$ cat src/rtl/core/hdrm_pkg.sv
// Shared types and constants for the host/device range map table.
// Used by the cell row, the top level and the port checker.
// No dependencies.
package hdrm_pkg;

	localparam int TABLE_ENTRIES = 32;
	localparam int ADDR_BITS     = 48;

	// fixed width of every address-like field on the ports
	localparam int FIELD_W = 48;

	// stream payload layout (same on both sides)
	localparam int PAY_BITS  = 4 * FIELD_W + 2;
	localparam int TDATA_W   = ((PAY_BITS + 7) / 8) * 8;
	localparam int F0_LO     = 0;
	localparam int F1_LO     = FIELD_W;
	localparam int F2_LO     = 2 * FIELD_W;
	localparam int F3_LO     = 3 * FIELD_W;
	localparam int FLAG0_BIT = 4 * FIELD_W;
	localparam int FLAG1_BIT = 4 * FIELD_W + 1;
	localparam int IN_USER_W  = 2;
	localparam int OUT_USER_W = 2;

	typedef enum logic [1:0] {
		OP_ADD    = 2'd0,
		OP_REMOVE = 2'd1,
		OP_FIND   = 2'd2,
		OP_CLEAR  = 2'd3
	} op_t;

	typedef struct packed {
		logic [ADDR_BITS-1:0] host;
		logic [ADDR_BITS-1:0] dev;
		logic [ADDR_BITS-1:0] off;
		logic [ADDR_BITS-1:0] len;
		logic                 pagelocked;
		logic                 registered;
		logic [ADDR_BITS:0]   eb;   // host + off
		logic [ADDR_BITS+1:0] ee;   // host + off + len
	} entry_t;

	// broadcast from the sequencer to every cell
	typedef struct packed {
		op_t    op;
		logic   match;
		logic   commit;
		entry_t entry;
	} cmd_t;

	function automatic logic [ADDR_BITS-1:0] to_addr(input logic [FIELD_W-1:0] f);
		logic [FIELD_W+ADDR_BITS-1:0] t;
		t = {{ADDR_BITS{1'b0}}, f};
		return t[ADDR_BITS-1:0];
	endfunction

	function automatic logic [FIELD_W-1:0] to_field(input logic [ADDR_BITS-1:0] a);
		logic [FIELD_W+ADDR_BITS-1:0] t;
		t = {{FIELD_W{1'b0}}, a};
		return t[FIELD_W-1:0];
	endfunction

endpackage

$ cat src/rtl/core/hdrm_cell.sv
// One slot of the compacted mapping table, with its match logic.
// Cells form a row: entries shift down from the upper neighbor on remove.
// Depends on hdrm_pkg.
module hdrm_cell (
	input  logic            clk,
	input  logic            arst_n,
	input  hdrm_pkg::cmd_t   cmd,
	input  hdrm_pkg::entry_t up_entry,
	input  logic            up_valid,
	input  logic            dn_valid,
	input  logic            above_in,   // some cell above this one hit
	input  logic            below_in,   // some cell below this one hit
	output logic            valid,
	output logic            above_out,
	output logic            below_out,
	output hdrm_pkg::entry_t sel_entry,
	output hdrm_pkg::entry_t cur_entry  // stored entry, to the lower neighbor
);
	import hdrm_pkg::*;

	entry_t entry_q;
	logic   valid_q;
	logic   hit_q;
	logic   match_d;
	logic   take_up;
	logic   take_new;

	always_comb begin
		case (cmd.op)
			OP_FIND: begin
				match_d = valid_q && (entry_q.eb <= cmd.entry.eb)
					&& (cmd.entry.ee <= entry_q.ee);
			end
			OP_REMOVE: begin
				match_d = valid_q && (entry_q.dev == cmd.entry.dev)
					&& (entry_q.len == cmd.entry.len);
			end
			default: begin
				match_d = 1'b0;
			end
		endcase
	end

	// remove: every slot from the newest hit upward takes its upper neighbor
	assign take_up  = cmd.commit && (cmd.op == OP_REMOVE) && !above_in && (below_in || hit_q);
	// add: first free slot (valid entries are a prefix of the row)
	assign take_new = cmd.commit && (cmd.op == OP_ADD) && !valid_q && dn_valid;

	always_ff @(posedge clk or negedge arst_n) begin
		if (!arst_n) begin
			valid_q <= 1'b0;
			hit_q   <= 1'b0;
		end else begin
			if (cmd.match) begin
				hit_q <= match_d;
			end
			if (cmd.commit && (cmd.op == OP_CLEAR)) begin
				valid_q <= 1'b0;
			end else if (take_up) begin
				valid_q <= up_valid;
			end else if (take_new) begin
				valid_q <= 1'b1;
			end
		end
	end

	always_ff @(posedge clk) begin
		if (take_up) begin
			entry_q <= up_entry;
		end else if (take_new) begin
			entry_q <= cmd.entry;
		end
	end

	assign valid     = valid_q;
	assign above_out = above_in || hit_q;
	assign below_out = below_in || hit_q;
	assign sel_entry = (hit_q && !above_in) ? entry_q : '0;
	assign cur_entry = entry_q;

endmodule

$ cat config.mk
export PLATFORM = sky130hd
export DESIGN_NAME = hdrm_cell
export DESIGN_NICKNAME = d
export VERILOG_FILES = /design/src/rtl/core/hdrm_pkg.sv /design/src/rtl/core/hdrm_cell.sv
export SDC_FILE = /design/constraint.sdc
export NUM_CORES = 1
export LEC_CHECK = 0
export ABC_AREA = 1
export BUFFER_PORTS_ARGS = -buffer_cell sky130_fd_sc_hd__buf_2
export CAP_MARGIN = 25
export CORE_AREA = 2 2 457 459
export DETAILED_ROUTE_END_ITERATION = 10
export DIE_AREA = 0 0 459 461
export GPL_ROUTABILITY_DRIVEN = 1
export GPL_TIMING_DRIVEN = 0
export PLACE_DENSITY_LB_ADDON = 0.05
export SLEW_MARGIN = 5
export SYNTH_ARGS = -nofsm -noshare
export SYNTH_HDL_FRONTEND = slang
export SYNTH_SLANG_ARGS = --single-unit
$ cat constraint.sdc
create_clock -name clk -period 15.9 [get_ports clk]
set_input_delay 2.385 -clock clk [delete_from_list [all_inputs] [get_ports clk]]
set_output_delay 2.385 -clock clk [all_outputs]
set_load 0.01 [all_outputs]
==> out/results.txt, run 1 <==
Final WS setup - 8.681 ns
#FFs+latches synth - 295
remaining global-route overflow - 0
DRT antenna net count - 0
syn_area_per_cell - 9.453 µm²
cts hold-fix bufs - 0
register area share after synthesis - 46.46%
CTS tree - built
setup TNS - 0 ns
Synth area leaders - edfxtp_1, mux2_4, nor2_1, inv_1, ha_1
clock transition at the registers of the reported paths - 0.06 ns
commonest non-fill, non-tap cells in the layout - buf_2, nor2_1, inv_1
CTS Sinks - 295
Area Growth Syn to Fin - 58.59%
initial antenna violation count - 158
placed cell area - 28580 µm²
Setup Fix Bufs, Post-CTS - 0
Arr. time, crit path - 4.83 ns
first-pass GRT wire length - 197.2 mm
Synth cell types - 34
Yosys warning count - 0
Worst-Margin Slew - 0.9523 ns
startpoint types - input port
die area - 211600 µm²
share of the synthesized area in the top cell type - 46.19%
number of port buffers - 1184
DP HPWL - 131.1 mm
outcome - completed
row count - 167
Avg WL per Cell - 25.52 µm
final net count - 3961
Max Cap Viol - 0
critical path class - input port to output pin
RSZ-0062 raised after global routing - no
Tot GR Track Use - 13.93%
post-layout min period - 7.219 ns
fin crit share - 45.41%
io pins - 1185
Finished Layout Cells - 6030
CTS H-tree depth - 2
Post-CTS Resized - 0
placed cells - 5912
layout cell share with drive strength beyond 1 - 45.67%
hold_ws - 0.5913 ns
Max VDD drop - 0.00008479 V
clk root buf - clkbuf_16
Clock Skew - 0.03429 ns
core area - 206400 µm²
final hold vios - 0
Setup Viol. Count Final - 0
Post-Route WL - 153.9 mm
die height - 461 µm
Clock Latency Late Sink - 0.68 ns
vias in the first global route - 20070
filler instances - 23900
clock buffer count from CTS - 52
Synth Cell Area - 19050 µm²
final RePlAce weighted congestion - 0.7781
FF-to-FF setup slack - 12.79 ns
CP Capture Type - output pin
commonest non-fill, non-tap cell in the layout - buf_2
Pwr Density - 78.17 nW/µm²
clock buffer depth - 3
Gate Count Post-Synth - 2015
largest net degree at the start of global routing - 48
Achievable Freq - 0.1385 GHz
worst relative slew slack - 36.51%
DR iter-0 viols - 876
required time worst endpoint - 13.52 ns
vias - 19250
chip width - 459 µm
crit-path max FO - 10
drt pass-1 iters - 5
DR DRC count - 0
Yosys top cell by area - edfxtp_1
Synth Net Count - 2714
post-route cell area - 30210 µm²
LEAKAGE - 15.40 nW
Max Slew Vio Count - 0
worst min path class - flip-flop to flip-flop
Via density - 3.192
pre-CTS setup slack - 8.352 ns
Initial Utilization - 9.226%
-- logic make-up (layout without fill, tap and decap cells) --
logic type | count (synthesis) | in the layout | synth area share [%]
adders and majority gates | 103 | 103 | 6.766
buffers and inverters | 496 | 1785 | 11.13
DFF | 295 | 295 | 46.46
other | 0 | 22 | 0
AOI/OAI and AO/OA | 178 | 178 | 4.894
xor gates and xnor gates | 45 | 45 | 2.069
and+or+nand+nor | 698 | 698 | 14.44
muxes | 200 | 200 | 14.25
-- power by group --
group / internal [mW] / total (mW) / switching, mW
registers: 0.887 / 0.909 / 0.0213
logic: 0.146 / 0.318 / 0.171
clock network: 0.632 / 1.13 / 0.502
total: 1.67 / 2.36 / 0.695
-- flip-flops by register name, indices dropped and copies added, names as in the netlist --
name       cells
cur_entry    293
hit_q          1
valid          1
-- worst paths after layout --
check | startpoint | cells after the start | end
worst max-delay path | above_in | 7 | sel_entry[282]
worst min-delay path | hit_q | 2 | hit_q
worst max register to register | hit_q | 8 | cur_entry[265]
worst min register to register | hit_q | 2 | hit_q
max in group asynchronous | arst_n | 1 | valid
min in group asynchronous | arst_n | 1 | hit_q
-- critical path: stages --
cell and delay (ns):
buf_2 0.10, inv_1 0.11, nand2_1 0.26, clkbuf_2 0.48
clkbuf_1 0.48, nor2_1 0.72, buf_2 0.26
-- cell type report --
class,count,area (µm²),area share (%)
clock buffer,69,1365,4.519
tap,2704,3383,11.20
sequential,295,8848,29.29
multi-input combinational,1224,8087,26.77
inverter,421,1580,5.232
buffer,75,544.3,1.802
timing repair buffer,1193,6138,20.32
clock inverter,27,205.2,0.6793
antenna,22,55.05,0.1823
-- cells in the mapped netlist, drive strengths merged --
cell type  instances
nor2             443
inv              421
edfxtp           293
mux2             200
nand2            183
a21oi            134
ha               103
buf               44
clkbuf            31
xnor2             28
nand3             27
o21ai             23
nand4             19
xor2              17
nor3              16
o22ai             12
a21o               3
nand3b             3
nor4               3
o2111ai            3
dfrtp              2
or2                2
a21boi             1
and2               1
and3               1
o21a               1
o21bai             1
-- stage by stage --
stage | util [%] | power [mW]
floorplan | - | 1.066
global placement | 13.74 | 1.274
CTS | 14.61 | 2.447
finish | 14.63 | 2.361
detailed placement | 13.84 | 1.256
global route | 14.62 | 2.485
-- per-layer routing --
metal	share of wire, %	track usage [%]
met5	0.39	0
met4	1.7	2.232
met3	8.6	5.158
met2	49	24.36
met1	40	16.36
(Power assumes the default switching activity.)
==> run 2: changes to the inputs <==
--- a/config.mk
+++ b/config.mk
@@ -5,12 +5,12 @@
 export SDC_FILE = /design/constraint.sdc
 export NUM_CORES = 1
 export LEC_CHECK = 0
-export ABC_AREA = 1
+export ABC_AREA = 0
 export BUFFER_PORTS_ARGS = -buffer_cell sky130_fd_sc_hd__buf_2
 export CAP_MARGIN = 25
-export CORE_AREA = 2 2 457 459
+export CORE_AREA = 2 2 456 458
 export DETAILED_ROUTE_END_ITERATION = 10
-export DIE_AREA = 0 0 459 461
+export DIE_AREA = 0 0 458 460
 export GPL_ROUTABILITY_DRIVEN = 1
 export GPL_TIMING_DRIVEN = 0
 export PLACE_DENSITY_LB_ADDON = 0.05
==> constraint.sdc (replaced) <==
create_clock -name clk -period 7.53 [get_ports clk]
set_input_delay 1.1295 -clock clk [delete_from_list [all_inputs] [get_ports clk]]
set_output_delay 1.1295 -clock clk [all_outputs]
set_load 0.01 [all_outputs]
==> run 2 against run 1 <==
Compared with the run above:
- non-clock buffer count increased by 13
- die area down 0.43%
- clock skew fell by 0.0031 ns
- critical path type unchanged
==> out/results.txt, run 2 <==
Most used DFF post-synth - edfxtp_1
#FFs+latches synth - 295 (unchanged)
Max VDD drop - 0.0001576 V (+86%)
Avg WL per Cell - 28.42 µm (+11%)
final RePlAce weighted congestion - 0.7968 (+2.4%)
Setup Fix Bufs, Post-CTS - 0 (unchanged)
Yosys top cell by area - edfxtp_1
cts hold-fix bufs - 0 (unchanged)
worst relative slew slack - 31.36% (-5.2 points)
clk root buf - clkbuf_16
clock buffer depth - 3 (unchanged)
critical path's top delay family - buffers and inverters
CTS tree - built
first-pass GRT wire length - 198.3 mm (+0.56%)
Tot GR Track Use - 14.46% (+0.54 points)
Critical Path Max Stage Delay - 0.66 ns (-0.06 ns)
Max Cap Viol - 0 (unchanged)
Initial Utilization - 8.680% (-0.55 points)
Synth Cell Area - 17880 µm² (-6.1%)
Post-CTS Resized - 0 (unchanged)
RSZ-0062 raised after global routing - no
Achievable Freq - 0.2081 GHz
outcome - completed
vias - 18020 (-6.4%)
required time worst endpoint - 6.40 ns (-7.12 ns)
met1 Usage GRT - 16.74% (+0.37 points)
critical path class - input port to output pin
Post-Route WL - 159.2 mm (+3.5%)
largest net degree at the start of global routing - 22 (-54%)
post-route cell area - 29350 µm² (-2.8%)
Clock Latency Late Sink - 0.67 ns (about the same)
Pwr Density - 167.6 nW/µm² (+110%)
DRT antenna net count - 0 (unchanged)
Synth area leaders - edfxtp_1, mux2_2, and2_1, ha_1, inv_1
Arr. time, crit path - 3.67 ns (-1.16 ns)
commonest non-fill, non-tap cell in the layout - buf_2
CTS Sinks - 295 (unchanged)
crit path cell chain - buf_2 > nor2b_2 > buf_8 > clkbuf_1 > clkbuf_2 > and2_1 > buf_2
number of port buffers - 1184 (unchanged)
initial antenna violation count - 182 (+15%)
Post-synth EDFFs - 293 (unchanged)
most used cell, CP - buf_2
top cells by count, synth - and2_1, edfxtp_1, mux2_2
CTS H-tree depth - 2 (unchanged)
Synth Net Count - 2257 (-17%)
max reg flops - 293 (unchanged)
io pins - 1185 (unchanged)
final hold vios - 0 (unchanged)
Setup Viol. Count Final - 0 (unchanged)
grt peak-use layer - met2
post-layout util - 14.24% (-0.39 points)
LEAKAGE - 13.01 nW (-16%)
startpoint types - input port
final net count - 3520 (-11%)
CP max-delay cell - clkbuf_1
chip width - 458 µm (-0.22%)
clock transition at the registers of the reported paths - 0.06 ns (about the same)
Gate Count Post-Synth - 1558 (-23%)
row count - 167 (unchanged)
worst min path class - input port to async pin
remaining global-route overflow - 0 (unchanged)
DP HPWL - 137.7 mm (+5.0%)
Area Growth Syn to Fin - 64.12%
ys async rst share - 0.6780% (unchanged)
Worst-Margin Slew - 1.030 ns (+0.07727 ns)
M2 GR Usage - 25.24% (+0.88 points)
hold_ws - 0.2608 ns (-0.3306 ns)
drt pass-1 iters - 5 (unchanged)
vias in the first global route - 18370 (-8.5%)
post-layout min period - 4.804 ns
CP Capture Type - output pin
clock buffer count from CTS - 51 (-1.9%)
Via density - 3.216 (+0.75%)
core area - 206000 µm² (-0.20%)
CP bufs+invs - 5 (unchanged)
layout cell share with drive strength beyond 1 - 53.83% (+8.2 points)
register area share after synthesis - 49.48% (+3.0 points)
commonest non-fill, non-tap cells in the layout - buf_2, and2_1, edfxtp_1
Max Slew Vio Count - 0 (unchanged)
Clock Skew - 0.03120 ns (-0.003091 ns)
share of the synthesized area in the top cell type - 49.20% (+3.0 points)
die height - 460 µm (-0.22%)
Synth cell types - 46 (+35%)
syn_area_per_cell - 11.48 µm² (+21%)
FF-to-FF setup slack - 4.22 ns (-8.57 ns)
Yosys warning count - 0 (unchanged)
placed cell area - 27710 µm² (-3.0%)
crit-path max FO - 10 (unchanged)
met3 GRT Util - 5.262% (+0.10 points)
DR iter-0 viols - 746 (-15%)
die area - 210700 µm² (-0.43%)
DR DRC count - 0 (unchanged)
fin crit share - 63.80%
[run 2: changes by cell type after synthesis, moves of 13 or more]
cell / delta
nor2_1: -432
and2_1: +292
inv_1: -281
mux2_2: +152
mux2_4: -123
a21oi_1: -96
nand2_1: -90
o21ai_0: +56
xor2_1: +39
nor4_1: +21
xnor2_1: -20
buf_2: +14
buf_6: -13
[run 2: per-stage QoR]
stage | std cells | TNS, ns | total power [mW] | worst slack [ns]
floorplan | 1558 | 0 | 2.201 | 0.8464
global placement | 5446 | -1354.40 | 2.661 | -4.658
detailed placement | 5471 | 0 | 2.655 | 2.376
CTS | 5562 | 0 | 5.107 | 2.258
global route | 5579 | 0 | 5.187 | 2.369
finish | 5603 | 0 | 4.919 | 2.726
[run 2: power breakdown]
part           internal, mW  total (mW)  leakage (nW)  switching, mW
Sequential             1.87        1.94          2.69         0.0608
Clock                  1.32        2.33         0.734           1.00
Combinational         0.301       0.657          9.58          0.357
[run 2: cell type report]
| class | count | area [µm²] |
|---|---|---|
| clock inverter | 22 | 155.1 |
| antenna | 40 | 100.1 |
| fill | 23640 | 176700 |
| timing repair buffer | 1210 | 6436 |
| tap | 2704 | 3383 |
| multi-input combinational | 1052 | 8227 |
| buffer | 71 | 307.8 |
| sequential | 295 | 8848 |
| clock buffer | 69 | 1365 |
| inverter | 140 | 525.5 |
[run 2: cells by family (layout without fill, tap and decap cells)]
kind of cell	Yosys count	in the layout	share of synthesized area (%)
compound gates	173	173	5.758
xor+xnor	64	64	3.135
fa+ha+maj	103	103	7.207
buf+inv	211	1512	4.639
flops	295	295	49.48
mux	229	229	14.42
other cells	0	40	0
simple gates	483	483	15.36
[run 2: path summary, 6_finish.rpt]
kind	startpoint	to	cells after the start
worst min register to register	valid	valid	1
worst max register to register	hit_q	cur_entry[100]	7
max in group asynchronous	arst_n	hit_q	1
worst min-delay path	arst_n	valid	1
worst max-delay path	above_in	sel_entry[235]	7
min in group clk	valid	valid	1
[run 2: worst reg2reg max path, cell delays in order (launching register included)]
cell and delay [ns]:
dfrtp_1 0.47, or2_2 0.18, nand3_1 0.17, nor2_2 0.20, buf_8 0.18, buf_2 0.49, buf_2 0.85, mux2_2 0.49
[run 2: routing by layer]
| layer | up-vias | wire length, µm |
|---|---|---|
| li1 | 8148 | - |
| met1 | 8489 | 64050 |
| met2 | 961 | 78210 |
| met3 | 328 | 12630 |
| met4 | 92 | 3749 |
| met5 | - | 586 |
